### config.mk
export PLATFORM = sky130hd
export DESIGN_NAME = rgb32_to_nv12_converter_top
export DESIGN_NICKNAME = d
export VERILOG_FILES = /design/src/design/r2nv_pkg.sv /design/src/design/r2nv_luma_lane.sv /design/src/design/r2nv_chroma_lane.sv /design/src/design/r2nv_addr_gen.sv /design/src/design/r2nv_merge.sv /design/src/design/rgb32_to_nv12_converter_top.sv
export SDC_FILE = /design/constraint.sdc
export NUM_CORES = 2
export LEC_CHECK = 0
export BUFFER_PORTS_ARGS = -buffer_cell sky130_fd_sc_hd__buf_2
export CAP_MARGIN = 20
export CORE_AREA = 10 10 269 297
export DETAILED_ROUTE_END_ITERATION = 10
export DIE_AREA = 0 0 279 307
export GPL_TIMING_DRIVEN = 1
export HOLD_SLACK_MARGIN = 0.05
export PLACE_DENSITY = 0.85
export SLEW_MARGIN = 20
export SYNTH_ARGS = -nofsm -noshare
export SYNTH_HDL_FRONTEND = slang
export SYNTH_SLANG_ARGS = --single-unit
export TNS_END_PERCENT = 20
### constraint.sdc
create_clock -name clock -period 9.1 [get_ports clock]
set_input_delay 0.91 -clock clock [delete_from_list [all_inputs] [get_ports clock]]
set_output_delay 0.91 -clock clock [all_outputs]
set_load 0.01 [all_outputs]
### src/design/r2nv_pkg.sv
// r2nv_pkg: shared types and constants for the rgb to nv12 converter
// no dependencies; used by every module of the converter

package r2nv_pkg;

   // bt.601 studio range coefficients
   localparam logic [7:0] Y_COEF_R = 8'd66;
   localparam logic [7:0] Y_COEF_G = 8'd129;
   localparam logic [7:0] Y_COEF_B = 8'd25;
   localparam logic [7:0] U_COEF_R = 8'd38;   // subtracted
   localparam logic [7:0] U_COEF_G = 8'd74;   // subtracted
   localparam logic [7:0] U_COEF_B = 8'd112;
   localparam logic [7:0] V_COEF_R = 8'd112;
   localparam logic [7:0] V_COEF_G = 8'd94;   // subtracted
   localparam logic [7:0] V_COEF_B = 8'd18;   // subtracted
   localparam logic [7:0] LUMA_OFFSET = 8'd16;
   localparam logic [16:0] ROUND_HALF = 17'd128;
   // rounding plus 128 << 8 keeps the chroma sum non-negative
   localparam logic [16:0] CHROMA_BIAS = 17'd32896;

   localparam int LUMA_ADDR_W = 25;
   localparam int CHROMA_ADDR_W = 26;
   localparam int SIZE_W = 13;
   localparam int STRIDE_W = 14;

   // register map, word index
   localparam logic [1:0] REG_FRAME_WIDTH = 2'd0;
   localparam logic [1:0] REG_FRAME_HEIGHT = 2'd1;
   localparam logic [1:0] REG_LINE_STRIDE = 2'd2;

   localparam logic [SIZE_W-1:0] FRAME_WIDTH_RESET = 13'd640;
   localparam logic [SIZE_W-1:0] FRAME_HEIGHT_RESET = 13'd480;
   localparam logic [STRIDE_W-1:0] LINE_STRIDE_RESET = 14'd640;

   typedef struct packed {
      logic [7:0] blue;
      logic [7:0] green;
      logic [7:0] red;
   } rgb_type;

   typedef struct packed {
      logic end_of_frame;
      logic [CHROMA_ADDR_W-1:0] chroma_addr;
      logic chroma_valid;
      logic [LUMA_ADDR_W-1:0] luma_addr;
   } addr_info_type;

   typedef struct packed {
      logic end_of_frame;
      logic chroma_valid;
      logic [7:0] chroma_v;
      logic [7:0] chroma_u;
      logic [CHROMA_ADDR_W-1:0] chroma_addr;
      logic [7:0] luma_right;
      logic [7:0] luma_left;
      logic [LUMA_ADDR_W-1:0] luma_addr;
   } rsp_item_type;

endpackage

### src/design/r2nv_luma_lane.sv
// r2nv_luma_lane: two-stage luma conversion of one rgb pixel
// depends on r2nv_pkg

module r2nv_luma_lane (
   input  logic              clock,
   input  r2nv_pkg::rgb_type pixel,
   output logic [7:0]        luma
);

   logic [15:0] r_prod_ff, g_prod_ff, b_prod_ff;
   logic [16:0] sum;
   logic [7:0]  luma_ff, luma_in;

   always_ff @(posedge clock) begin
      r_prod_ff <= 16'(pixel.red) * 16'(r2nv_pkg::Y_COEF_R);
      g_prod_ff <= 16'(pixel.green) * 16'(r2nv_pkg::Y_COEF_G);
      b_prod_ff <= 16'(pixel.blue) * 16'(r2nv_pkg::Y_COEF_B);
      luma_ff <= luma_in;
   end

   always_comb begin
      sum = 17'(r_prod_ff) + 17'(g_prod_ff) + 17'(b_prod_ff) + r2nv_pkg::ROUND_HALF;
      luma_in = 8'(sum[16:8]) + r2nv_pkg::LUMA_OFFSET;
   end

   assign luma = luma_ff;

endmodule

### src/design/r2nv_chroma_lane.sv
// r2nv_chroma_lane: two-stage u/v conversion of one rgb pixel
// depends on r2nv_pkg

module r2nv_chroma_lane (
   input  logic              clock,
   input  r2nv_pkg::rgb_type pixel,
   output logic [7:0]        chroma_u,
   output logic [7:0]        chroma_v
);

   logic [15:0] ur_ff, ug_ff, ub_ff, vr_ff, vg_ff, vb_ff;
   logic [16:0] u_sum, v_sum;
   logic [7:0]  u_ff, v_ff;

   always_ff @(posedge clock) begin
      ur_ff <= 16'(pixel.red) * 16'(r2nv_pkg::U_COEF_R);
      ug_ff <= 16'(pixel.green) * 16'(r2nv_pkg::U_COEF_G);
      ub_ff <= 16'(pixel.blue) * 16'(r2nv_pkg::U_COEF_B);
      vr_ff <= 16'(pixel.red) * 16'(r2nv_pkg::V_COEF_R);
      vg_ff <= 16'(pixel.green) * 16'(r2nv_pkg::V_COEF_G);
      vb_ff <= 16'(pixel.blue) * 16'(r2nv_pkg::V_COEF_B);
      u_ff <= u_sum[15:8];
      v_ff <= v_sum[15:8];
   end

   // positive terms plus bias always exceed the negative terms
   always_comb begin
      u_sum = 17'(ub_ff) + r2nv_pkg::CHROMA_BIAS - 17'(ur_ff) - 17'(ug_ff);
      v_sum = 17'(vr_ff) + r2nv_pkg::CHROMA_BIAS - 17'(vg_ff) - 17'(vb_ff);
   end

   assign chroma_u = u_ff;
   assign chroma_v = v_ff;

endmodule

### src/design/r2nv_addr_gen.sv
// r2nv_addr_gen: column/row counters and two-stage plane address computation
// depends on r2nv_pkg

module r2nv_addr_gen #(
   parameter int MAX_WIDTH = 4096,
   parameter int MAX_HEIGHT = 4096
) (
   input  logic                                  clock,
   input  logic                                  reset,
   input  logic                                  advance,
   input  logic [r2nv_pkg::SIZE_W-1:0]           frame_width,
   input  logic [r2nv_pkg::SIZE_W-1:0]           frame_height,
   input  logic [r2nv_pkg::STRIDE_W-1:0]         line_stride,
   output r2nv_pkg::addr_info_type               addr_info
);

   localparam int PAIRS_MAX = (MAX_WIDTH + 1) / 2;
   localparam int COL_W = (PAIRS_MAX > 1) ? $clog2(PAIRS_MAX) : 1;
   localparam int ROW_W = $clog2(MAX_HEIGHT);
   localparam int LUMA_PROD_W = ROW_W + r2nv_pkg::STRIDE_W;
   localparam logic [13:0] MAX_W_LIM = 14'(MAX_WIDTH);
   localparam logic [13:0] MAX_H_LIM = 14'(MAX_HEIGHT);

   logic [COL_W-1:0] col_ff, col_in;
   logic [ROW_W-1:0] row_ff, row_in;
   logic [13:0] width_clamp, height_clamp, pairs, rows;
   logic        last_col, last_row;
   logic [13:0] chroma_row;
   logic [LUMA_PROD_W-1:0] luma_prod;
   logic [27:0] chroma_prod;

   logic [r2nv_pkg::LUMA_ADDR_W-1:0]   luma_prod_ff;
   logic [r2nv_pkg::CHROMA_ADDR_W-1:0] chroma_prod_ff;
   logic [COL_W:0] col2_ff;
   logic odd_ff, eof_ff;
   r2nv_pkg::addr_info_type info_ff, info_in;

   always_comb begin
      width_clamp = ({1'b0, frame_width} > MAX_W_LIM) ? MAX_W_LIM : {1'b0, frame_width};
      height_clamp = ({1'b0, frame_height} > MAX_H_LIM) ? MAX_H_LIM : {1'b0, frame_height};
      pairs = 14'(width_clamp + 14'd1) >> 1;
      if (pairs == 14'd0) begin
         pairs = 14'd1;
      end
      rows = height_clamp & ~14'd1;
      if (rows == 14'd0) begin
         rows = 14'd2;
      end
      last_col = (14'(col_ff) + 14'd1) >= pairs;
      last_row = (14'(row_ff) + 14'd1) >= rows;
      if (last_col) begin
         col_in = '0;
         row_in = last_row ? '0 : ROW_W'(row_ff + 1'b1);
      end else begin
         col_in = COL_W'(col_ff + 1'b1);
         row_in = row_ff;
      end
      chroma_row = 14'(row_ff >> 1) + {1'b0, frame_height};
      luma_prod = LUMA_PROD_W'(row_ff) * LUMA_PROD_W'(line_stride);
      chroma_prod = 28'(chroma_row) * 28'(line_stride);
   end

   always_ff @(posedge clock) begin
      if (reset) begin
         col_ff <= '0;
         row_ff <= '0;
      end else if (advance) begin
         col_ff <= col_in;
         row_ff <= row_in;
      end
   end

   // products first, then the column offset is added
   always_ff @(posedge clock) begin
      luma_prod_ff <= r2nv_pkg::LUMA_ADDR_W'(luma_prod);
      chroma_prod_ff <= r2nv_pkg::CHROMA_ADDR_W'(chroma_prod);
      col2_ff <= {col_ff, 1'b0};
      odd_ff <= row_ff[0];
      eof_ff <= last_col && last_row;
      info_ff <= info_in;
   end

   always_comb begin
      info_in.luma_addr = luma_prod_ff + r2nv_pkg::LUMA_ADDR_W'(col2_ff);
      info_in.chroma_valid = odd_ff;
      info_in.chroma_addr = odd_ff ?
         chroma_prod_ff + r2nv_pkg::CHROMA_ADDR_W'(col2_ff) : '0;
      info_in.end_of_frame = eof_ff;
   end

   assign addr_info = info_ff;

endmodule

### src/design/r2nv_merge.sv
// r2nv_merge: joins lane results into one response and queues it for output
// depends on r2nv_pkg

module r2nv_merge (
   input  logic                    clock,
   input  logic                    reset,
   input  logic                    req_accept,
   output logic                    req_ready,
   input  logic [7:0]              luma_left,
   input  logic [7:0]              luma_right,
   input  logic [7:0]              chroma_u,
   input  logic [7:0]              chroma_v,
   input  r2nv_pkg::addr_info_type addr_info,
   output logic                    rsp_valid,
   input  logic                    rsp_ready,
   output r2nv_pkg::rsp_item_type  rsp_item
);

   localparam int QUEUE_DEPTH = 4;
   localparam int PTR_W = $clog2(QUEUE_DEPTH);

   r2nv_pkg::rsp_item_type queue_ff [QUEUE_DEPTH];
   r2nv_pkg::rsp_item_type merged;
   logic [PTR_W-1:0] wr_ptr_ff, rd_ptr_ff;
   logic [PTR_W:0]   count_ff, count_in;
   logic             stage_a_ff, stage_b_ff;
   logic             push, pop;
   logic [PTR_W+1:0] pending;

   always_comb begin
      merged.luma_addr = addr_info.luma_addr;
      merged.luma_left = luma_left;
      merged.luma_right = luma_right;
      merged.chroma_addr = addr_info.chroma_addr;
      merged.chroma_u = addr_info.chroma_valid ? chroma_u : 8'd0;
      merged.chroma_v = addr_info.chroma_valid ? chroma_v : 8'd0;
      merged.chroma_valid = addr_info.chroma_valid;
      merged.end_of_frame = addr_info.end_of_frame;
      push = stage_b_ff;
      pop = rsp_valid && rsp_ready;
      count_in = count_ff + (PTR_W+1)'(push) - (PTR_W+1)'(pop);
      // requests in the pipeline count against queue space
      pending = (PTR_W+2)'(count_ff) + (PTR_W+2)'(stage_a_ff) + (PTR_W+2)'(stage_b_ff);
      req_ready = pending < (PTR_W+2)'(QUEUE_DEPTH);
   end

   always_ff @(posedge clock) begin
      if (reset) begin
         stage_a_ff <= 1'b0;
         stage_b_ff <= 1'b0;
         wr_ptr_ff <= '0;
         rd_ptr_ff <= '0;
         count_ff <= '0;
      end else begin
         stage_a_ff <= req_accept;
         stage_b_ff <= stage_a_ff;
         count_ff <= count_in;
         if (push) begin
            wr_ptr_ff <= PTR_W'(wr_ptr_ff + 1'b1);
         end
         if (pop) begin
            rd_ptr_ff <= PTR_W'(rd_ptr_ff + 1'b1);
         end
      end
   end

   always_ff @(posedge clock) begin
      if (push) begin
         queue_ff[wr_ptr_ff] <= merged;
      end
   end

   assign rsp_valid = count_ff != '0;
   assign rsp_item = queue_ff[rd_ptr_ff];

endmodule

### src/design/rgb32_to_nv12_converter_top.sv
// rgb32_to_nv12_converter_top: stream rgb pixel pairs in, nv12 plane writes out
// depends on r2nv_pkg, r2nv_luma_lane, r2nv_chroma_lane, r2nv_addr_gen, r2nv_merge

// Takes one horizontal pair of RGB pixels per clock in raster order and returns,
// for each pair, two BT.601 studio-range luma bytes with their luma plane offset;
// on odd rows the response also carries the U/V pair of the left pixel and its
// offset in the interleaved chroma plane that starts at row frame_height. A
// request is accepted every cycle while the response side keeps up; each response
// goes through the product stage, sum stage and output queue. Under backpressure the
// four-entry output queue, shared with the two pipeline stages, sets how many
// requests are taken before req_tready drops. The user must write frame size and
// stride over the csr port only while no request is in flight; the block does not
// enforce this. The frame ends on the last pair of the last even-numbered row pair.

module rgb32_to_nv12_converter_top #(
   parameter int MAX_WIDTH = 4096,
   parameter int MAX_HEIGHT = 4096
) (
   input  logic        clock,
   input  logic        reset,
   input  logic        req_tvalid,
   output logic        req_tready,
   // left_red, left_green, left_blue, right_red, right_green, right_blue
   input  logic [47:0] req_tdata,
   output logic        rsp_tvalid,
   input  logic        rsp_tready,
   // luma_addr, luma_left, luma_right, chroma_addr, chroma_u, chroma_v, zero pad
   output logic [87:0] rsp_tdata,
   // chroma_valid
   output logic        rsp_tuser,
   output logic        rsp_tlast,
   input  logic        csr_psel,
   input  logic        csr_penable,
   input  logic        csr_pwrite,
   input  logic [3:0]  csr_paddr,
   input  logic [31:0] csr_pwdata,
   output logic [31:0] csr_prdata,
   output logic        csr_pready
);

   logic [r2nv_pkg::SIZE_W-1:0]   frame_width_ff, frame_height_ff;
   logic [r2nv_pkg::STRIDE_W-1:0] line_stride_ff;
   logic                          csr_write;
   logic                          req_accept;
   r2nv_pkg::rgb_type             left_pixel, right_pixel;
   logic [7:0]                    luma_left, luma_right, chroma_u, chroma_v;
   r2nv_pkg::addr_info_type       addr_info;
   r2nv_pkg::rsp_item_type        rsp_item;

   assign csr_pready = 1'b1;
   assign csr_write = csr_psel && csr_penable && csr_pwrite && csr_pready;

   always_ff @(posedge clock) begin
      if (reset) begin
         frame_width_ff <= r2nv_pkg::FRAME_WIDTH_RESET;
         frame_height_ff <= r2nv_pkg::FRAME_HEIGHT_RESET;
         line_stride_ff <= r2nv_pkg::LINE_STRIDE_RESET;
      end else if (csr_write) begin
         case (csr_paddr[3:2])
            r2nv_pkg::REG_FRAME_WIDTH: begin
               frame_width_ff <= csr_pwdata[r2nv_pkg::SIZE_W-1:0];
            end
            r2nv_pkg::REG_FRAME_HEIGHT: begin
               frame_height_ff <= csr_pwdata[r2nv_pkg::SIZE_W-1:0];
            end
            r2nv_pkg::REG_LINE_STRIDE: begin
               line_stride_ff <= csr_pwdata[r2nv_pkg::STRIDE_W-1:0];
            end
            default: begin
            end
         endcase
      end
   end

   always_comb begin
      case (csr_paddr[3:2])
         r2nv_pkg::REG_FRAME_WIDTH:  csr_prdata = 32'(frame_width_ff);
         r2nv_pkg::REG_FRAME_HEIGHT: csr_prdata = 32'(frame_height_ff);
         r2nv_pkg::REG_LINE_STRIDE:  csr_prdata = 32'(line_stride_ff);
         default:                    csr_prdata = 32'd0;
      endcase
   end

   assign req_accept = req_tvalid && req_tready;

   always_comb begin
      left_pixel.red = req_tdata[7:0];
      left_pixel.green = req_tdata[15:8];
      left_pixel.blue = req_tdata[23:16];
      right_pixel.red = req_tdata[31:24];
      right_pixel.green = req_tdata[39:32];
      right_pixel.blue = req_tdata[47:40];
   end

   r2nv_luma_lane u_luma_left (
      .clock (clock),
      .pixel (left_pixel),
      .luma  (luma_left)
   );

   r2nv_luma_lane u_luma_right (
      .clock (clock),
      .pixel (right_pixel),
      .luma  (luma_right)
   );

   r2nv_chroma_lane u_chroma (
      .clock    (clock),
      .pixel    (left_pixel),
      .chroma_u (chroma_u),
      .chroma_v (chroma_v)
   );

   r2nv_addr_gen #(
      .MAX_WIDTH  (MAX_WIDTH),
      .MAX_HEIGHT (MAX_HEIGHT)
   ) u_addr_gen (
      .clock        (clock),
      .reset        (reset),
      .advance      (req_accept),
      .frame_width  (frame_width_ff),
      .frame_height (frame_height_ff),
      .line_stride  (line_stride_ff),
      .addr_info    (addr_info)
   );

   r2nv_merge u_merge (
      .clock      (clock),
      .reset      (reset),
      .req_accept (req_accept),
      .req_ready  (req_tready),
      .luma_left  (luma_left),
      .luma_right (luma_right),
      .chroma_u   (chroma_u),
      .chroma_v   (chroma_v),
      .addr_info  (addr_info),
      .rsp_valid  (rsp_tvalid),
      .rsp_ready  (rsp_tready),
      .rsp_item   (rsp_item)
   );

   assign rsp_tdata = {5'd0, rsp_item.chroma_v, rsp_item.chroma_u, rsp_item.chroma_addr,
                       rsp_item.luma_right, rsp_item.luma_left, rsp_item.luma_addr};
   assign rsp_tuser = rsp_item.chroma_valid;
   assign rsp_tlast = rsp_item.end_of_frame;

endmodule

Word level (Yosys, flattened, before mapping)
Memory sizes are Yosys's and may differ from the RTL's. A register that Yosys moved wholly into a read port is not among the register bits.
Cells that the tools add are included.
{"block": "word_totals", "register_bits": 382, "ramBits": 340, "in_bits": 91, "output_inout_bits": 125, "elab_cells": 111, "n_memories": 1}
{"block": "classes", "n_addsub": 28, "n_mul": 14, "magnitude_cmp": 5, "n_eq_ne": 2, "mux": 13, "reduce_logical": 13}
{"name": "u_merge.queue_ff", "words": 4, "word_bits": 85, "rd": 1, "rd_clocked_by_memory_dff": 1, "write_ports": 1, "line_no": "r2nv_merge.sv:22", "rtl": "r2nv_pkg::rsp_item_type queue_ff [QUEUE_DEPTH];"}
{"cell": "$mul A8 B6 Y14 const B", "count": 4}
{"cell": "$pmux W14 S3", "count": 1}
{"cell": "$mul A8 B5 Y13 const B", "count": 3}
{"cell": "$mux W13", "count": 3}
{"cell": "$add A15 B16 Y16", "count": 2}
{"cell": "$add A15 B16 Y16 const B", "count": 2}
{"cell": "$add A16 B13 Y16", "count": 2}
{"cell": "$add A16 B8 Y16 const B", "count": 2}
{"cell": "$mul A8 B8 Y16 const B", "count": 2}
{"cell": "$sub A16 B15 Y16", "count": 2}
{"cell": "$ge A14 B14 Y1", "count": 2}
{"cell": "$logic_not A14 Y1", "count": 2}
{"cell": "$add A26 B12 Y26", "count": 1}
{"cell": "$gt A13 B13 Y1 const B", "count": 2}
{"cell": "$mul A14 B14 Y26", "count": 1}
{"cell": "$add A25 B12 Y25", "count": 1}
{"cell": "$mul A12 B14 Y25", "count": 1}
{"cell": "$mul A8 B3 Y11 const B", "count": 2}
{"cell": "$add A8 B5 Y8 const B", "count": 2}
{"cell": "$mux W8", "count": 2}
{"cell": "$sub A16 B13 Y16", "count": 1}
{"cell": "$sub A16 B14 Y16", "count": 1}
{"cell": "$add A11 B13 Y14", "count": 1}
{"cell": "$add A14 B1 Y14 const B", "count": 1}
{"cell": "other kinds (22)", "count": 32}

Depth between registers and ports, before layout
{"block": "depth", "depth_word": 7, "ltp_mapped": 30, "depth_no_buf": 29}

Modules after synthesis
Synthesis repeated with hierarchy kept, for this count alone.
{"block": "hier_totals", "cells_unflattened": 4075, "area_unflattened_um2": 46514.6}
{"module": "r2nv_addr_gen", "n_inst": 1, "cells_per_inst": 2031, "area_per_inst_um2": 18049.8, "seq_area_each_um2": 2802.7}
{"module": "r2nv_merge", "n_inst": 1, "cells_per_inst": 514, "area_per_inst_um2": 12951.2, "seq_area_each_um2": 10430.0}
{"module": "r2nv_chroma_lane", "n_inst": 1, "cells_per_inst": 674, "area_per_inst_um2": 6919.1, "seq_area_each_um2": 1741.7}
{"module": "r2nv_luma_lane (u_luma_left)", "n_inst": 1, "cells_per_inst": 316, "area_per_inst_um2": 3258.1, "seq_area_each_um2": 1021.0}
{"module": "r2nv_luma_lane (u_luma_right)", "n_inst": 1, "cells_per_inst": 313, "area_per_inst_um2": 3209.3, "seq_area_each_um2": 1021.0}
{"module": "rgb32_to_nv12_converter_top", "n_inst": 1, "cells_per_inst": 227, "area_per_inst_um2": 2127.0, "seq_area_each_um2": 800.8}

Worst setup path before layout
Ideal clock, no wire load.
{"block": "synth_path", "path_type": "flip-flop to flip-flop", "from": "register u_addr_gen.row_ff[1]", "to": "register u_addr_gen.chroma_prod_ff[25] (netlist name)", "setup_ps": 72, "arrival_ps": 7122, "required_ps": 9028, "setup_slack_ps": 1905, "stages_incl_launch_ff": 28, "n_path_buf": 1, "synth_period_minus_slack_ps": 7195, "cell_sequence": "dfxtp_1 ha_1 fa_1 a21oi_1 o211ai_1 o31ai_1 nand2_1 xor2_1 clkbuf_1 and2_1 fa_1 inv_1 fa_1 inv_1 fa_1 fa_1 fa_1 inv_1 fa_1 inv_1 ha_1 or3_2 a311oi_2 o31a_2 o21ai_2 a311oi_2 xor2_1 xnor2_1"}
{"block": "synth_via", "elab_chain_cells": 2}
{"element": "start, declared", "line_no": "r2nv_addr_gen.sv:25", "rtl": "logic [ROW_W-1:0] row_ff, row_in;"}
{"element": "start signal, assigned", "line_no": "r2nv_addr_gen.sv:69", "rtl": "row_ff <= row_in;"}
{"element": "$add A11 B13 Y14", "line_no": "r2nv_addr_gen.sv:58", "rtl": "chroma_row = 14'(row_ff >> 1) + {1'b0, frame_height};"}
{"element": "$mul A14 B14 Y26", "line_no": "r2nv_addr_gen.sv:60", "rtl": "chroma_prod = 28'(chroma_row) * 28'(line_stride);"}
{"element": "named net u_addr_gen.chroma_prod[25]", "line_no": "r2nv_addr_gen.sv:30", "rtl": "logic [27:0] chroma_prod;"}
{"element": "end signal, assigned", "line_no": "r2nv_addr_gen.sv:76", "rtl": "chroma_prod_ff <= r2nv_pkg::CHROMA_ADDR_W'(chroma_prod);"}
{"element": "end, declared", "line_no": "r2nv_addr_gen.sv:33", "rtl": "logic [r2nv_pkg::CHROMA_ADDR_W-1:0] chroma_prod_ff;"}
The timed path passes the listed nets, and every way through them passes these cells.
A chain may end at the register's enable or synchronous reset.

Worst setup path after layout
{"block": "layout_path", "from": "register frame_height_ff[0] (netlist name)", "to": "register u_addr_gen.chroma_prod_ff[25] (netlist name)"}
{"block": "layout_via", "elab_chain_cells": 2}
{"element": "start, declared", "line_no": "rgb32_to_nv12_converter_top.sv:41", "rtl": "logic [r2nv_pkg::SIZE_W-1:0] frame_width_ff, frame_height_ff;"}
{"element": "start signal, assigned", "line_no": "rgb32_to_nv12_converter_top.sv:56", "rtl": "frame_height_ff <= r2nv_pkg::FRAME_HEIGHT_RESET;"}
{"element": "start signal, assigned", "line_no": "rgb32_to_nv12_converter_top.sv:64", "rtl": "frame_height_ff <= csr_pwdata[r2nv_pkg::SIZE_W-1:0];"}
{"element": "$add A11 B13 Y14", "line_no": "r2nv_addr_gen.sv:58"}
{"element": "$mul A14 B14 Y26", "line_no": "r2nv_addr_gen.sv:60"}
{"element": "named net u_addr_gen.chroma_prod[25]", "line_no": "r2nv_addr_gen.sv:30"}
The timed path passes the listed nets, and every way through them passes these cells.

==> run_results.csv <==
group,metric,value,unit
status,status,"finished clean",
setup_path,regToRegSetupSlack,1.23,ns
setup_path,critPathBufInv,5,
pwr,power.leakage,22.8,nW
global_route,grt_max_degree,74,
min_path,hold_path_class,"reg2reg",
place,routabilityCongestion,0.890,
synth,yosysUniqueCellTypes,75,
final_layout,drive_gt1_frac,0.110,
setup_path,required,9.59,ns
setup_path,cp_data_arrival_time,8.36,ns
timing,hold_viol_final,0,
setup_path,worstPathMaxFanout,14,
drt,drc,0,
cts,insertion_delay,0.65,ns
final_layout,fillers,5191,
synth,postSynthAreaPerCell,11.5,µm²
setup_path,start_kind,"flip-flop",
floorplan,die_area,85700,µm²
cts,cts_buffers,73,
setup_path,crit_path_top_delay_cell,"fa_1",
setup_path,critPathTopFamily,"adder cells",
global_route,grt_pass1_wl,160,mm
job,cap_viol_max_count,0,
setup_path,slowest_delay,0.54,ns
final_layout,num-nets-final,5055,
drt,vias_per_cell,5.64,
timing,finClkSkew,0.0445,ns
synth,yosysWarnings,0,
cts,cts_tree,"done",
drt,firstDrtPassIters,8,
synth,yosys-top-cells-area,"edfxtp_1 23%, dfxtp_1 17%, fa_1 16%",
synth,yosysTopAreaCellShare,0.226,
cts,postCtsHoldBufs,0,
floorplan,core-area,73800,µm²
cts,cts_resized,0,
drt,avgRoutedWirePerCell,19.1,µm
global_route,grt_use_total,0.233,
synth,yosysTopAreaCell,"edfxtp_1",
place,port-buffer-count,171,
global_route,grt_util_met1,0.289,
setup_path,critPathKind,"reg2reg",
cts,htree_levels,3,
timing,fmax,127,MHz
floorplan,initial_core_util,0.612,
cts,postCtsSetupBuffers,0,
timing,maxSlewHeadroom,0.379,
global_route,antenna_found_initial,4,
synth,synth_edf_count,340,
drt,drt_iter0_drc,1969,
cts,clk_pin_slew,0.06,ns
global_route,top_usage_layer,"met2",
floorplan,num_rows,105,
setup_path,rr_worst_depth,29,
min_path,holdPathStages,0,
timing,maxSlewViolCount,0,
floorplan,die_h,307,µm
pwr,power_density,215,nW/µm²
cts,root_buffer,"clkbuf_16",
place,dp_hpwl,70.8,mm
timing,rsz0062_at_grt,"false",
drt,finalWirelength,97.8,mm
timing,min_period,7.87,ns
drt,drtAntennaViolNets,0,
synth,syn_inst,3944,
floorplan,die_x,279,µm
final_layout,utilization,0.672,
cts,clockBufferDepth,3,
synth,synth_area,45200,µm²
synth,ys_async_sr_fraction,0,
global_route,overflow,0,
global_route,grtUsageMet3,0.0345,
timing,fin_tns_setup,0,ns
cts,clock_sinks,713,
setup_path,end_kind,"flip-flop",
synth,seq_area_frac_synth,0.391,
synth,ys_ff_latch,713,
timing,worst_slew_pin_slew,0.931,ns
final_layout,syn_to_final_growth,9.74,%
drt,num_vias,28900,
pwr,irDropWorstVdd,0.200,mV
setup_path,cp_common_cell,"fa_1",
timing,setup_viol,0,
floorplan,io_pins,216,
setup_path,cp.depth,29,
global_route,grt.met2_usage,0.408,
timing,period_share,0.865,
global_route,grt_pass1_vias,30500,
synth,synth_ff_type,"dfxtp_1",
cells in the final DEF (no fill, tap or decap), types with 10 or more instances in the layout:
master,count
inv_1,523
ha_1,506
dfxtp_1,371
nand2_1,364
fa_1,356
edfxtp_1,340
and2_1,198
buf_2,171
a21oi_1,167
xnor2_1,164
nor2_1,97
mux4_2,85
o21ai_0,78
clkbuf_16,74
xor2_1,71
nand3_1,57
a21o_1,48
buf_4,47
nor2b_1,41
o21bai_1,39
and3_1,37
nor3_1,30
conb_1,24
o21a_1,20
nand3b_1,19
mux2i_1,17
nand2b_1,15
o211ai_1,11
a211oi_1,10
nor3b_1,10
clkbuf_1,10
per-stage QoR:
step	cell area (µm²)	hold slack [ns]	setup WS (ns)	total power, mW	cells
floorplan	45300	0.310	1.91	6.54	3966
global placement	47000	0.314	1.50	7.38	4990
detailed placement	47000	0.319	1.37	7.54	4990
CTS	49600	0.333	1.31	10.7	5124
global route	49600	0.349	0.858	11.3	5125
finish	49600	0.335	1.23	10.7	5125
area by class of cell:
class                   instances  area [µm²]  area share
well taps                     963        1200      0.0243
flip-flops and latches        713       17700       0.356
clock buffers                  93        2010      0.0406
repair buffers                218        1210      0.0244
clock inverters                41         554      0.0112
diodes                          1        2.50   0.0000504
inverters                     523        1960      0.0396
multi-input cells            2573       25000       0.504
cell usage after synthesis, drive strengths merged, types with 7 or more instances:
library cell	instances
and2	202
nand3	57
a21oi	168
xor2	71
a211oi	12
ha	506
nor2b	42
nand2b	15
o21a	20
o21bai	39
dfxtp	373
o21ai	81
a21o	53
and3	38
nor2	97
xnor2	164
or3	11
clkbuf	114
nor3b	10
mux2i	17
buf	43
mux4	85
o211ai	11
nand2	364
a21boi	9
nand3b	19
fa	356
edfxtp	340
nand4	7
inv	523
nor3	30
flip-flops by register name, indices dropped and copies added, names as in the netlist, 14 cells and up, named ones only:
name                       count
u_luma_right.g_prod_ff        16
line_stride_ff                14
u_addr_gen.luma_prod_ff       25
u_addr_gen.chroma_prod_ff     26
u_merge.queue_ff             340
u_luma_right.r_prod_ff        14
u_luma_left.g_prod_ff         16
u_addr_gen.addr_info          53
kinds of logic (layout without fill, tap and decap cells):
kind of cell,after synthesis,count (layout),share of synthesized area
flops,713,713,0.391
other cells,2,25,0.000166
mux,102,102,0.0461
xor+xnor,235,235,0.0455
fa+ha+maj,863,863,0.298
compound gates,436,436,0.0607
simple gates,913,913,0.100
buf+inv,680,875,0.0585
report_power, final:
part	total, mW	internal, mW	switching (mW)
Clock	3.15	1.83	1.32
Sequential	3.92	3.73	0.196
Combinational	3.60	1.63	1.97
path summary, 6_finish.rpt:
check,from,end
max reg2reg,frame_height_ff[0],u_addr_gen.chroma_prod_ff[25]
min reg2reg,u_addr_gen.luma_prod_ff[0],u_addr_gen.addr_info[0]
min,u_addr_gen.luma_prod_ff[0],u_addr_gen.addr_info[0]
max,frame_height_ff[0],u_addr_gen.chroma_prod_ff[25]
per-layer routing:
layer | routed length, µm | up-vias
met4 | 3570 | 4
li1 | - | 13400
met1 | 38900 | 14300
met5 | 24 | -
met2 | 49300 | 967
met3 | 6060 | 249
No activity file was read; power rests on OpenSTA's default activity.
